File: src/plcl_pkg.sv
// package for the piecewise-linear curve lookup
// holds the divider stage record, its step function and fixed widths; no dependencies
package plcl_pkg;

    // configuration index and field widths, and the output offset
    localparam int CFG_IDX_W   = 3;
    localparam int SAMPLE_W    = 32;
    localparam int KNOT_W      = 32;
    localparam int HALF_W      = 16;
    localparam int OUT_W       = 17;
    localparam int OUT_TDATA_W = 24;
    localparam int CURVE_OFFSET = 256;

    // divider steps done in one pipeline stage, and stage count
    localparam int DIV_STEPS_PER_ST = 2;
    localparam int DIV_ST = HALF_W / DIV_STEPS_PER_ST;

    // one item inside the restoring divider
    typedef struct packed {
        logic [HALF_W-1:0]        rem;    // partial remainder, always below den
        logic [HALF_W-1:0]        sh;     // dividend bits still to shift in, quotient bits in
        logic [HALF_W-1:0]        den;
        logic                     neg;
        logic signed [HALF_W-1:0] olo;
        logic                     halve;
    } t_div_st;

    // one restoring division step
    function automatic t_div_st div_step(input t_div_st d);
        t_div_st             r;
        logic [HALF_W:0]     t;
        logic                ge;
        r  = d;
        t  = {d.rem, d.sh[HALF_W-1]};
        ge = (t >= {1'b0, d.den});
        if (ge) begin
            r.rem = HALF_W'(t - {1'b0, d.den});
        end else begin
            r.rem = t[HALF_W-1:0];
        end
        r.sh = {d.sh[HALF_W-2:0], ge};
        return r;
    endfunction

endpackage

File: src/piecewise_linear_curve_lookup_top.sv
// piecewise-linear curve lookup, top level
// clamp, segment search, product, restoring divider, optional halving and offset in one pipeline; uses plcl_pkg
//
// usage:
//   s_axis carries one sample per item: tdata = sample_value (32 bits, signed),
//   tuser = halve_flag. m_axis returns one mapped_value per item in tdata[16:0].
//   the cfg channel writes knot registers (index 0..NUM_KNOTS-1, breakpoint in
//   bits 31:16, output in bits 15:0); it is always ready, writes beyond the knot
//   count are dropped. write knots only while no item is in flight.
// throughput: one item per cycle unless m_axis stalls; the 16-bit quotient comes from an 8-stage
//   restoring divider doing two quotient bits per stage.
// reset: knots clear to zero and all stage valid bits clear.
// stall: each stage moves on when it is empty or the next one moves, so bubbles
//   fill up and input is refused only when every stage holds an item.
module piecewise_linear_curve_lookup_top
    import plcl_pkg::*;
#(
    parameter int NUM_KNOTS = 5
) (
    input  logic                    i_clk,
    input  logic                    i_rst_n,
    // configuration write
    input  logic                    i_cfg_valid,
    output logic                    o_cfg_ready,
    input  logic [CFG_IDX_W-1:0]    i_cfg_index,
    input  logic [KNOT_W-1:0]       i_cfg_data,
    // input items
    input  logic                    s_axis_tvalid,
    output logic                    s_axis_tready,
    input  logic [SAMPLE_W-1:0]     s_axis_tdata,   // [31:0] sample_value
    input  logic                    s_axis_tuser,   // [0] halve_flag
    // result items
    output logic                    m_axis_tvalid,
    input  logic                    m_axis_tready,
    output logic [OUT_TDATA_W-1:0]  m_axis_tdata    // [16:0] mapped_value, [23:17] zero
);

    localparam int NST    = 4 + DIV_ST + 2;
    localparam int ST_DIV = 4;
    localparam int ST_SUM = ST_DIV + DIV_ST;
    localparam int ST_OUT = ST_SUM + 1;

    logic [KNOT_W-1:0] r_knot [NUM_KNOTS];
    logic [NST-1:0]    r_v;
    logic [NST-1:0]    ce;

    // stage registers
    logic signed [HALF_W-1:0]   r1_x;
    logic                       r1_halve;
    logic signed [HALF_W:0]     r2_dx, r2_do;
    logic [HALF_W-1:0]          r2_den;
    logic signed [HALF_W-1:0]   r2_olo;
    logic                       r2_halve;
    logic signed [2*HALF_W+1:0] r3_prod;
    logic [HALF_W-1:0]          r3_den;
    logic signed [HALF_W-1:0]   r3_olo;
    logic                       r3_halve;
    t_div_st                    r_div [DIV_ST+1];
    logic signed [HALF_W+1:0]   r_sum;
    logic                       r_sum_halve;
    logic [OUT_W-1:0]           r_out;

    // next values
    logic signed [HALF_W-1:0]   n1_x;
    logic signed [HALF_W:0]     n2_dx, n2_do;
    logic [HALF_W-1:0]          n2_den;
    logic signed [HALF_W-1:0]   n2_olo;
    t_div_st                    n4_div;
    t_div_st                    n_div [DIV_ST];
    logic signed [HALF_W+1:0]   n_sum;
    logic [OUT_W-1:0]           n_out;

    // configuration writes
    assign o_cfg_ready = 1'b1;

    always_ff @(posedge i_clk) begin
        if (!i_rst_n) begin
            for (int k = 0; k < NUM_KNOTS; k++) r_knot[k] <= '0;
        end else if (i_cfg_valid) begin
            for (int k = 0; k < NUM_KNOTS; k++) begin
                if (i_cfg_index == CFG_IDX_W'(k)) r_knot[k] <= i_cfg_data;
            end
        end
    end

    // stage advance chain
    always_comb begin
        ce[NST-1] = !r_v[NST-1] || m_axis_tready;
        for (int k = NST-2; k >= 0; k--) ce[k] = !r_v[k] || ce[k+1];
    end

    assign s_axis_tready = ce[0];
    assign m_axis_tvalid = r_v[NST-1];
    assign m_axis_tdata  = {{(OUT_TDATA_W-OUT_W){1'b0}}, r_out};

    always_ff @(posedge i_clk) begin
        if (!i_rst_n) begin
            r_v <= '0;
        end else begin
            if (ce[0]) r_v[0] <= s_axis_tvalid;
            for (int k = 1; k < NST; k++) begin
                if (ce[k]) r_v[k] <= r_v[k-1];
            end
        end
    end

    // stage 0: clamp into the knot span
    always_comb begin
        logic signed [HALF_W-1:0]   top, bot;
        logic signed [SAMPLE_W-1:0] x;
        top = $signed(r_knot[0][KNOT_W-1:HALF_W]);
        bot = $signed(r_knot[NUM_KNOTS-1][KNOT_W-1:HALF_W]);
        x   = $signed(s_axis_tdata);
        if (x > SAMPLE_W'(top)) begin
            n1_x = top;
        end else if (x < SAMPLE_W'(bot)) begin
            n1_x = bot;
        end else begin
            n1_x = x[HALF_W-1:0];
        end
    end

    // stage 1: segment search; direct outputs become a zero product
    always_comb begin
        logic signed [HALF_W-1:0] bh, bl, oh, ol, top;
        logic signed [HALF_W:0]   dd;
        top    = $signed(r_knot[0][KNOT_W-1:HALF_W]);
        dd     = '0;
        n2_dx  = '0;
        n2_do  = '0;
        n2_den = HALF_W'(1);
        n2_olo = $signed(r_knot[NUM_KNOTS-1][HALF_W-1:0]);
        for (int i = NUM_KNOTS-1; i >= 1; i--) begin
            bh = $signed(r_knot[i-1][KNOT_W-1:HALF_W]);
            bl = $signed(r_knot[i][KNOT_W-1:HALF_W]);
            oh = $signed(r_knot[i-1][HALF_W-1:0]);
            ol = $signed(r_knot[i][HALF_W-1:0]);
            if (!(r1_x <= bl)) begin
                n2_dx  = (HALF_W+1)'(r1_x) - (HALF_W+1)'(bl);
                n2_do  = (HALF_W+1)'(oh) - (HALF_W+1)'(ol);
                dd     = (HALF_W+1)'(bh) - (HALF_W+1)'(bl);
                n2_den = dd[HALF_W-1:0];
                n2_olo = ol;
            end
        end
        if (r1_x > top) begin
            n2_dx  = '0;
            n2_do  = '0;
            n2_den = HALF_W'(1);
            n2_olo = $signed(r_knot[0][HALF_W-1:0]);
        end
    end

    // stage 3: magnitude and divider load
    always_comb begin
        logic signed [2*HALF_W+1:0] mag;
        mag           = r3_prod[2*HALF_W+1] ? -r3_prod : r3_prod;
        n4_div.rem    = mag[2*HALF_W-1:HALF_W];
        n4_div.sh     = mag[HALF_W-1:0];
        n4_div.den    = r3_den;
        n4_div.neg    = r3_prod[2*HALF_W+1];
        n4_div.olo    = r3_olo;
        n4_div.halve  = r3_halve;
    end

    // divider stages, two steps each
    always_comb begin
        for (int s = 0; s < DIV_ST; s++) begin
            n_div[s] = r_div[s];
            for (int j = 0; j < DIV_STEPS_PER_ST; j++) n_div[s] = div_step(n_div[s]);
        end
    end

    // sign the quotient and add the lower knot output
    always_comb begin
        logic signed [HALF_W:0] q;
        q = r_div[DIV_ST].neg ? -$signed({1'b0, r_div[DIV_ST].sh})
                              :  $signed({1'b0, r_div[DIV_ST].sh});
        n_sum = (HALF_W+2)'(q) + (HALF_W+2)'(r_div[DIV_ST].olo);
    end

    // optional halving toward zero, then offset
    always_comb begin
        logic signed [HALF_W+1:0] adj, h, o;
        adj   = r_sum + (HALF_W+2)'(r_sum_halve & r_sum[HALF_W+1]);
        h     = r_sum_halve ? (adj >>> 1) : r_sum;
        o     = h + (HALF_W+2)'(CURVE_OFFSET);
        n_out = o[OUT_W-1:0];
    end

    // payload registers
    always_ff @(posedge i_clk) begin
        if (ce[0]) begin
            r1_x     <= n1_x;
            r1_halve <= s_axis_tuser;
        end
        if (ce[1]) begin
            r2_dx    <= n2_dx;
            r2_do    <= n2_do;
            r2_den   <= n2_den;
            r2_olo   <= n2_olo;
            r2_halve <= r1_halve;
        end
        if (ce[2]) begin
            r3_prod  <= r2_dx * r2_do;
            r3_den   <= r2_den;
            r3_olo   <= r2_olo;
            r3_halve <= r2_halve;
        end
        if (ce[3]) r_div[0] <= n4_div;
        for (int s = 0; s < DIV_ST; s++) begin
            if (ce[ST_DIV+s]) r_div[s+1] <= n_div[s];
        end
        if (ce[ST_SUM]) begin
            r_sum       <= n_sum;
            r_sum_halve <= r_div[DIV_ST].halve;
        end
        if (ce[ST_OUT]) r_out <= n_out;
    end

    // input is refused only with every stage full
    a_full_when_blocked: assert property (@(posedge i_clk) disable iff (!i_rst_n)
        !s_axis_tready |-> ($countones(r_v) == NST))
        else $error("input refused with a free stage");

    // divider remainder stays below the divisor
    a_rem_below_den: assert property (@(posedge i_clk) disable iff (!i_rst_n)
        r_v[ST_SUM-1] |-> (r_div[DIV_ST].rem < r_div[DIV_ST].den))
        else $error("divider remainder out of range");

    // a stalled result moves only when taken
    a_out_hold: assert property (@(posedge i_clk) disable iff (!i_rst_n)
        (m_axis_tvalid && !m_axis_tready) |=> (m_axis_tvalid && $stable(r_out)))
        else $error("stalled result changed");

endmodule

File: config.mk
export PLATFORM = sky130hd
export DESIGN_NAME = piecewise_linear_curve_lookup_top
export DESIGN_NICKNAME = d
export VERILOG_FILES = /design/src/plcl_pkg.sv /design/src/piecewise_linear_curve_lookup_top.sv
export SDC_FILE = /design/constraint.sdc
export NUM_CORES = 2
export LEC_CHECK = 0
export BUFFER_PORTS_ARGS = -buffer_cell sky130_fd_sc_hd__buf_2
export CORE_MARGIN = 2
export CORE_UTILIZATION = 60
export DETAILED_ROUTE_END_ITERATION = 6
export PLACE_DENSITY = 0.76
export SETUP_SLACK_MARGIN = 0.1
export SLEW_MARGIN = 20
export SYNTH_ARGS = -nofsm -noshare
export SYNTH_HDL_FRONTEND = slang
export SYNTH_SLANG_ARGS = --single-unit
File: constraint.sdc
create_clock -name i_clk -period 9.7 [get_ports i_clk]
set_clock_uncertainty 0.2 [all_clocks]
set_input_delay 1.94 -clock i_clk [delete_from_list [all_inputs] [get_ports i_clk]]
set_output_delay 1.94 -clock i_clk [all_outputs]
set_load 0.005 [all_outputs]
Word-level counts from Yosys, hierarchy flattened

Memory sizes are Yosys's and may differ from the RTL's.
Index checks and enable logic that the tools add are counted.

Bits in read-only memories: 0
Bits in writable memories: 754
Memories: 2
Register bits: 201
Output and inout port bits: 27
Bits in latches: 0

Memories:

| memory | depth | bits a word | read ports | clocked after Yosys merged registers in | write ports | line                                    | RTL |
|---|---|---|---|---|---|---|---|
| r_div  | 9     | 66          | 9          | 0                                       | 9           | piecewise_linear_curve_lookup_top.sv:58 | `t_div_st r_div [DIV_ST+1];` |
| r_knot | 5     | 32          | 5          | 0                                       | 5           | piecewise_linear_curve_lookup_top.sv:43 | `logic [KNOT_W-1:0] r_knot [NUM_KNOTS];` |

Bitwise gates (word level): 6
$lt $le $gt $ge: 23
Muxes and demuxes: 81
Equal/unequal tests: 4
$mul: 1
Shifts and indexed selects: 0
Add/sub/neg operators: 33
Div/mod/pow operators: 0
Reductions and logical operators: 29

Operator list:

| operator                 | count |
|---|---|
| $mux W16                 | 26 |
| $sub A16 B16 Y16         | 20 |
| $ge A17 B16 Y1           | 16 |
| $mux W32                 | 6 |
| $mux W17                 | 10 |
| $sub A16 B16 Y17         | 8 |
| $le A16 B16 Y1           | 4 |
| $mux W1                  | 39 |
| $mul A17 B17 Y34         | 1 |
| $gt A32 B16 Y1           | 1 |
| $lt A32 B16 Y1           | 1 |
| $neg A32 Y32             | 1 |
| $add A17 B16 Y18         | 1 |
| $add A18 B1 Y18          | 1 |
| $add A17 B10 Y17 const B | 1 |
| $neg A16 Y17             | 1 |
| $gt A16 B16 Y1           | 1 |
| $logic_not A1 Y1         | 14 |
| $logic_or A1 B1 Y1       | 14 |
| $eq A3 B2 Y1 const B     | 2 |
| $or A1 B1 Y1             | 5 |
| $eq A3 B1 Y1 const B     | 1 |
| $eq A3 B3 Y1 const B     | 1 |
| $logic_not A3 Y1         | 1 |
| $and A1 B1 Y1            | 1 |

Logic depth before layout (Yosys ltp)

Depth after elaboration: 15
Gate-level depth with buffers: 26
Mapped depth without buffers: 23

Least setup slack after synthesis

No wires, ideal clock.

Kind: flip-flop to flip-flop
Start: register r2_do[10]
End: register r3_prod[33] (data pin)
Data required time: 9240 ps
Path buffers: 2
Period minus slack after synthesis: 6302 ps
Cell stages (with the launch flop): 25
Setup slack: 3398 ps
Arrival time: 5842 ps
Cell sequence: edfxtp_1 > clkbuf_1 > clkbuf_1 > nand2_1 > fa_1 > inv_1 > fa_1 > inv_1 > fa_1 > inv_1 > fa_1 > fa_1 > inv_1 > fa_1 > inv_1 > ha_1 > a21oi_1 > o21ai_0 > a211o_1 > a31oi_1 > o21ba_2 > o211ai_1 > a31oi_1 > o21bai_1 > xnor2_1

Cells in the longest elaborated chain, start to end: 1

RTL lines:

| element                  | line                                     | RTL |
|---|---|---|
| start: declaration       | piecewise_linear_curve_lookup_top.sv:50  | `logic signed [HALF_W:0] r2_dx, r2_do;` |
| start signal: assignment | piecewise_linear_curve_lookup_top.sv:199 | `r2_do <= n2_do;` |
| $mul A17 B17 Y34         | piecewise_linear_curve_lookup_top.sv:205 | `r3_prod <= r2_dx * r2_do;` |
| end signal: assignment   | piecewise_linear_curve_lookup_top.sv:205 |  |
| end: declaration         | piecewise_linear_curve_lookup_top.sv:54  | `logic signed [2*HALF_W+1:0] r3_prod;` |

No other way between the ends.
A chain may end at the register's enable or synchronous reset.

Worst setup path after layout

Start: register r2_dx[7]
End: register r3_prod[33] (data pin)

Cells in the longest elaborated chain, start to end: 1

RTL lines:

| element                  | line                                     | RTL |
|---|---|---|
| start: declaration       | piecewise_linear_curve_lookup_top.sv:50  |  |
| start signal: assignment | piecewise_linear_curve_lookup_top.sv:198 | `r2_dx <= n2_dx;` |
| $mul A17 B17 Y34         | piecewise_linear_curve_lookup_top.sv:205 |  |

No other way between the ends.

==> results.ini <==
[logic_synthesis]
yosys.area_share.simple = 0.114
synth_edf_count = 908
async_flop_share = 0
synth-main-ff-cell = edfxtp_1
synth_fa_ha_area_frac = 0.211
ys_seq_area_frac = 0.404
syn_inst = 6387
synth-xor-area-share = 0.0539
yosysWarnings = 0
synth-seq-cells = 922
synth.cell_area_um2 = 68200
synth.area.mux_share = 0.0331
synth_area_per_cell_um2 = 10.7
synth.distinct_cells = 92
synth_compound_area_frac = 0.133
synth_top_family_by_area = adder cells

[timing]
finalSetupTns_ps = 0
final_max_slew_viol_count = 0
rsz0062_at_grt = false
max_freq_mhz = 138
hold_viol_final = 0
relSlewSlack = 0.217
period_minus_slack_ps = 7270
final.setup.worst_slack_ps = 2430
tightestPinTransition_ps = 1170
setup_viol = 0
finalCritPeriodShare = 0.750

[critical_path]
cpMaxStageDelayCell = edfxtp_1
slowest_delay_ps = 760
reg2reg_from = r2_dx[7]$_SDFFCE_PP0P_
critical_path.top_delay_family = adder cells
cp_cell_sequence = nand2_1 > fa_1 > inv_1 > fa_1 > inv_1 > fa_1 > inv_1 > fa_1 > fa_1 > inv_1 > fa_1 > inv_1 > ha_1 > a21oi_1 > o21ai_0 > a211o_1 > a31oi_1 > o21ba_2 > o211ai_1 > a31oi_1 > o21bai_1 > xnor2_1
arrival_ps = 7490
startpoint_type = flop
crit_top_cell = fa_1
rrSetupSlack_ps = 2430
setup.worst_path.end_class = flop
crit_required_ps = 9920
critPathMaxFanout = 17
criticalPathCategory = reg -> reg
worst-path-buf-inv = 5
crit_start = r2_dx[7]$_SDFFCE_PP0P_

[cts]
htree_levels = 3
cts_hold_buf = 0
clk_pin_slew_ps = 70
clk_path_buf_depth = 3
cts_tree = built
postCtsSetupRepairBufs = 0
cts_made_buffers = 99
cts-resized-gates = 0
clk_latency_ps = 700
cts-root-buf = clkbuf_16
clock_sinks = 922

[drt]
drt_iter0_markers = 3949
route.detailed.drc = 1
via_per_inst = 6.03
ant_nets = 0
wl_per_cell_um = 21.0
wl_mm = 170
drt_pass1_iterations = 7
vias = 48600

[placed_design]
dp_hpwl_mm = 131
portBuffers = 91
place_area_um2 = 70400
gp_congestion = 0.960
place_ws_ps = 2550

[global_routing]
grt_overflow = 0
antenna_found_initial = 1
grt_pass1_wl_mm = 265
groute.usage.overall = 0.292
grt_max_degree = 77
grt_pass1_vias = 48400

[floorplanning]
num_rows = 123
die_area_um2 = 116000
core_area_um2 = 113000
start_util = 0.606
ios = 100
die_w_um = 341
die_y_um = 341

[final_layout]
design_area_um2 = 73800
final_layout_size_suffix_gt1_frac = 0.0766
area_growth_pct = 8.11
final_common_cell = edfxtp_1
fin_util = 0.655
finalNetCount = 7511
n_fill_cell = 8700
final_cell_mix = edfxtp_1 (908), inv_1 (764), ha_1 (633), nand2_1 (415), a21oi_1 (384)

[worst_hold_path]
hp-start = r_div[0][332]$_DFFE_PP_
hold_class = reg -> reg

[run_status]
violations = DRC
status = finished with violations

[run]
max-cap-violations = 0

## synth_stat cells, types with 44 or more instances
| cell | number | area, um2 |
|---|---|---|
| clkbuf_1 | 119 | 447 |
| and2_1 | 201 | 1260 |
| o21ai_0 | 306 | 1530 |
| edfxtp_1 | 908 | 27300 |
| nor2b_1 | 77 | 482 |
| nor3_1 | 138 | 691 |
| inv_1 | 770 | 2890 |
| ha_1 | 633 | 7920 |
| or3_1 | 45 | 282 |
| a21oi_1 | 385 | 1930 |
| o21a_1 | 84 | 631 |
| nor2_1 | 336 | 1260 |
| nand2b_1 | 59 | 369 |
| mux2_2 | 150 | 1690 |
| xnor2_1 | 297 | 2600 |
| nand4_1 | 63 | 394 |
| fa_1 | 324 | 6490 |
| xor2_1 | 123 | 1080 |
| nand2_1 | 419 | 1570 |
| a21o_1 | 144 | 1080 |
| o21bai_1 | 44 | 330 |
| mux2i_1 | 57 | 571 |
| nand3_1 | 89 | 445 |
| and3_1 | 44 | 275 |
## registers in the layout (all words and copies together) (netlist names)
| signal | cells |
|---|---|
| r_div | 562 |
| r_out | 17 |
| r_sum_halve | 1 |
| r_knot | 160 |
| r2_dx | 17 |
| r3_olo | 16 |
| r2_halve | 1 |
| r_sum | 18 |
| r3_prod | 33 |
| r2_do | 17 |
| r3_halve | 1 |
| r1_halve | 1 |
| r2_den | 16 |
| r1_x | 16 |
| r3_den | 16 |
| r_v | 14 |
| r2_olo | 16 |
## cell type report
| type | count | area, um2 | area share |
|---|---|---|---|
| Inverter | 772 | 2900 | 0.0393 |
| Clock buffer | 116 | 2560 | 0.0347 |
| Antenna cell | 1 | 2.50 | 0.0000339 |
| Multi-Input combinational cell | 4555 | 37400 | 0.507 |
| Sequential cell | 922 | 27500 | 0.374 |
| Timing Repair Buffer | 131 | 763 | 0.0103 |
| Clock inverter | 69 | 743 | 0.0101 |
| Tap cell | 1500 | 1880 | 0.0254 |
## kinds of logic after synthesis
kind of cell / count (synthesis)
compound gates: 1394
other cells: 2
mux: 207
flops: 922
buf+inv: 916
simple gates: 1569
fa+ha+maj: 957
xor+xnor: 420
## through the flow
stage / hold slack, ps / std cells
3_3_place_gp: 200 / 7879
5_1_grt: 216 / 8065
3_5_place_dp: 205 / 7879
2_1_floorplan: 200 / 6393
4_1_cts: 202 / 8064
6_report: 200 / 8066
## worst register-to-register path: stages (launching register included)
cell,delay [ps]
edfxtp_1,760
nand2_1,170
fa_1,570
inv_1,50
fa_1,500
inv_1,60
fa_1,530
inv_1,60
fa_1,450
fa_1,490
inv_1,50
fa_1,470
inv_1,40
ha_1,340
a21oi_1,270
o21ai_0,220
a211o_1,280
a31oi_1,580
o21ba_2,330
o211ai_1,150
a31oi_1,200
o21bai_1,90
xnor2_1,130
## worst paths after layout
kind,to,depth (start not counted)
setup / recovery,r3_prod[33]$_DFFE_PP_,22
hold reg to reg,r_div[0][398]$_DFFE_PP_,0
hold / removal,r_div[0][398]$_DFFE_PP_,0
setup reg to reg,r3_prod[33]$_DFFE_PP_,22
## routing by layer
layer / global-route usage / share of wire / vias up / wire length (um)
met2: 0.499 / 0.49 / 1653 / 82400
met4: 0.162 / 0.064 / 0 / 10900
li1: - / - / 23100 / -
met5: 0 / 0 / - / 0
met3: 0.0332 / 0.052 / 458 / 8840
met1: 0.362 / 0.40 / 23500 / 67400
Power is not shown: default switching activity piles up to over one toggle a cycle in this logic, so the estimate is an artifact.
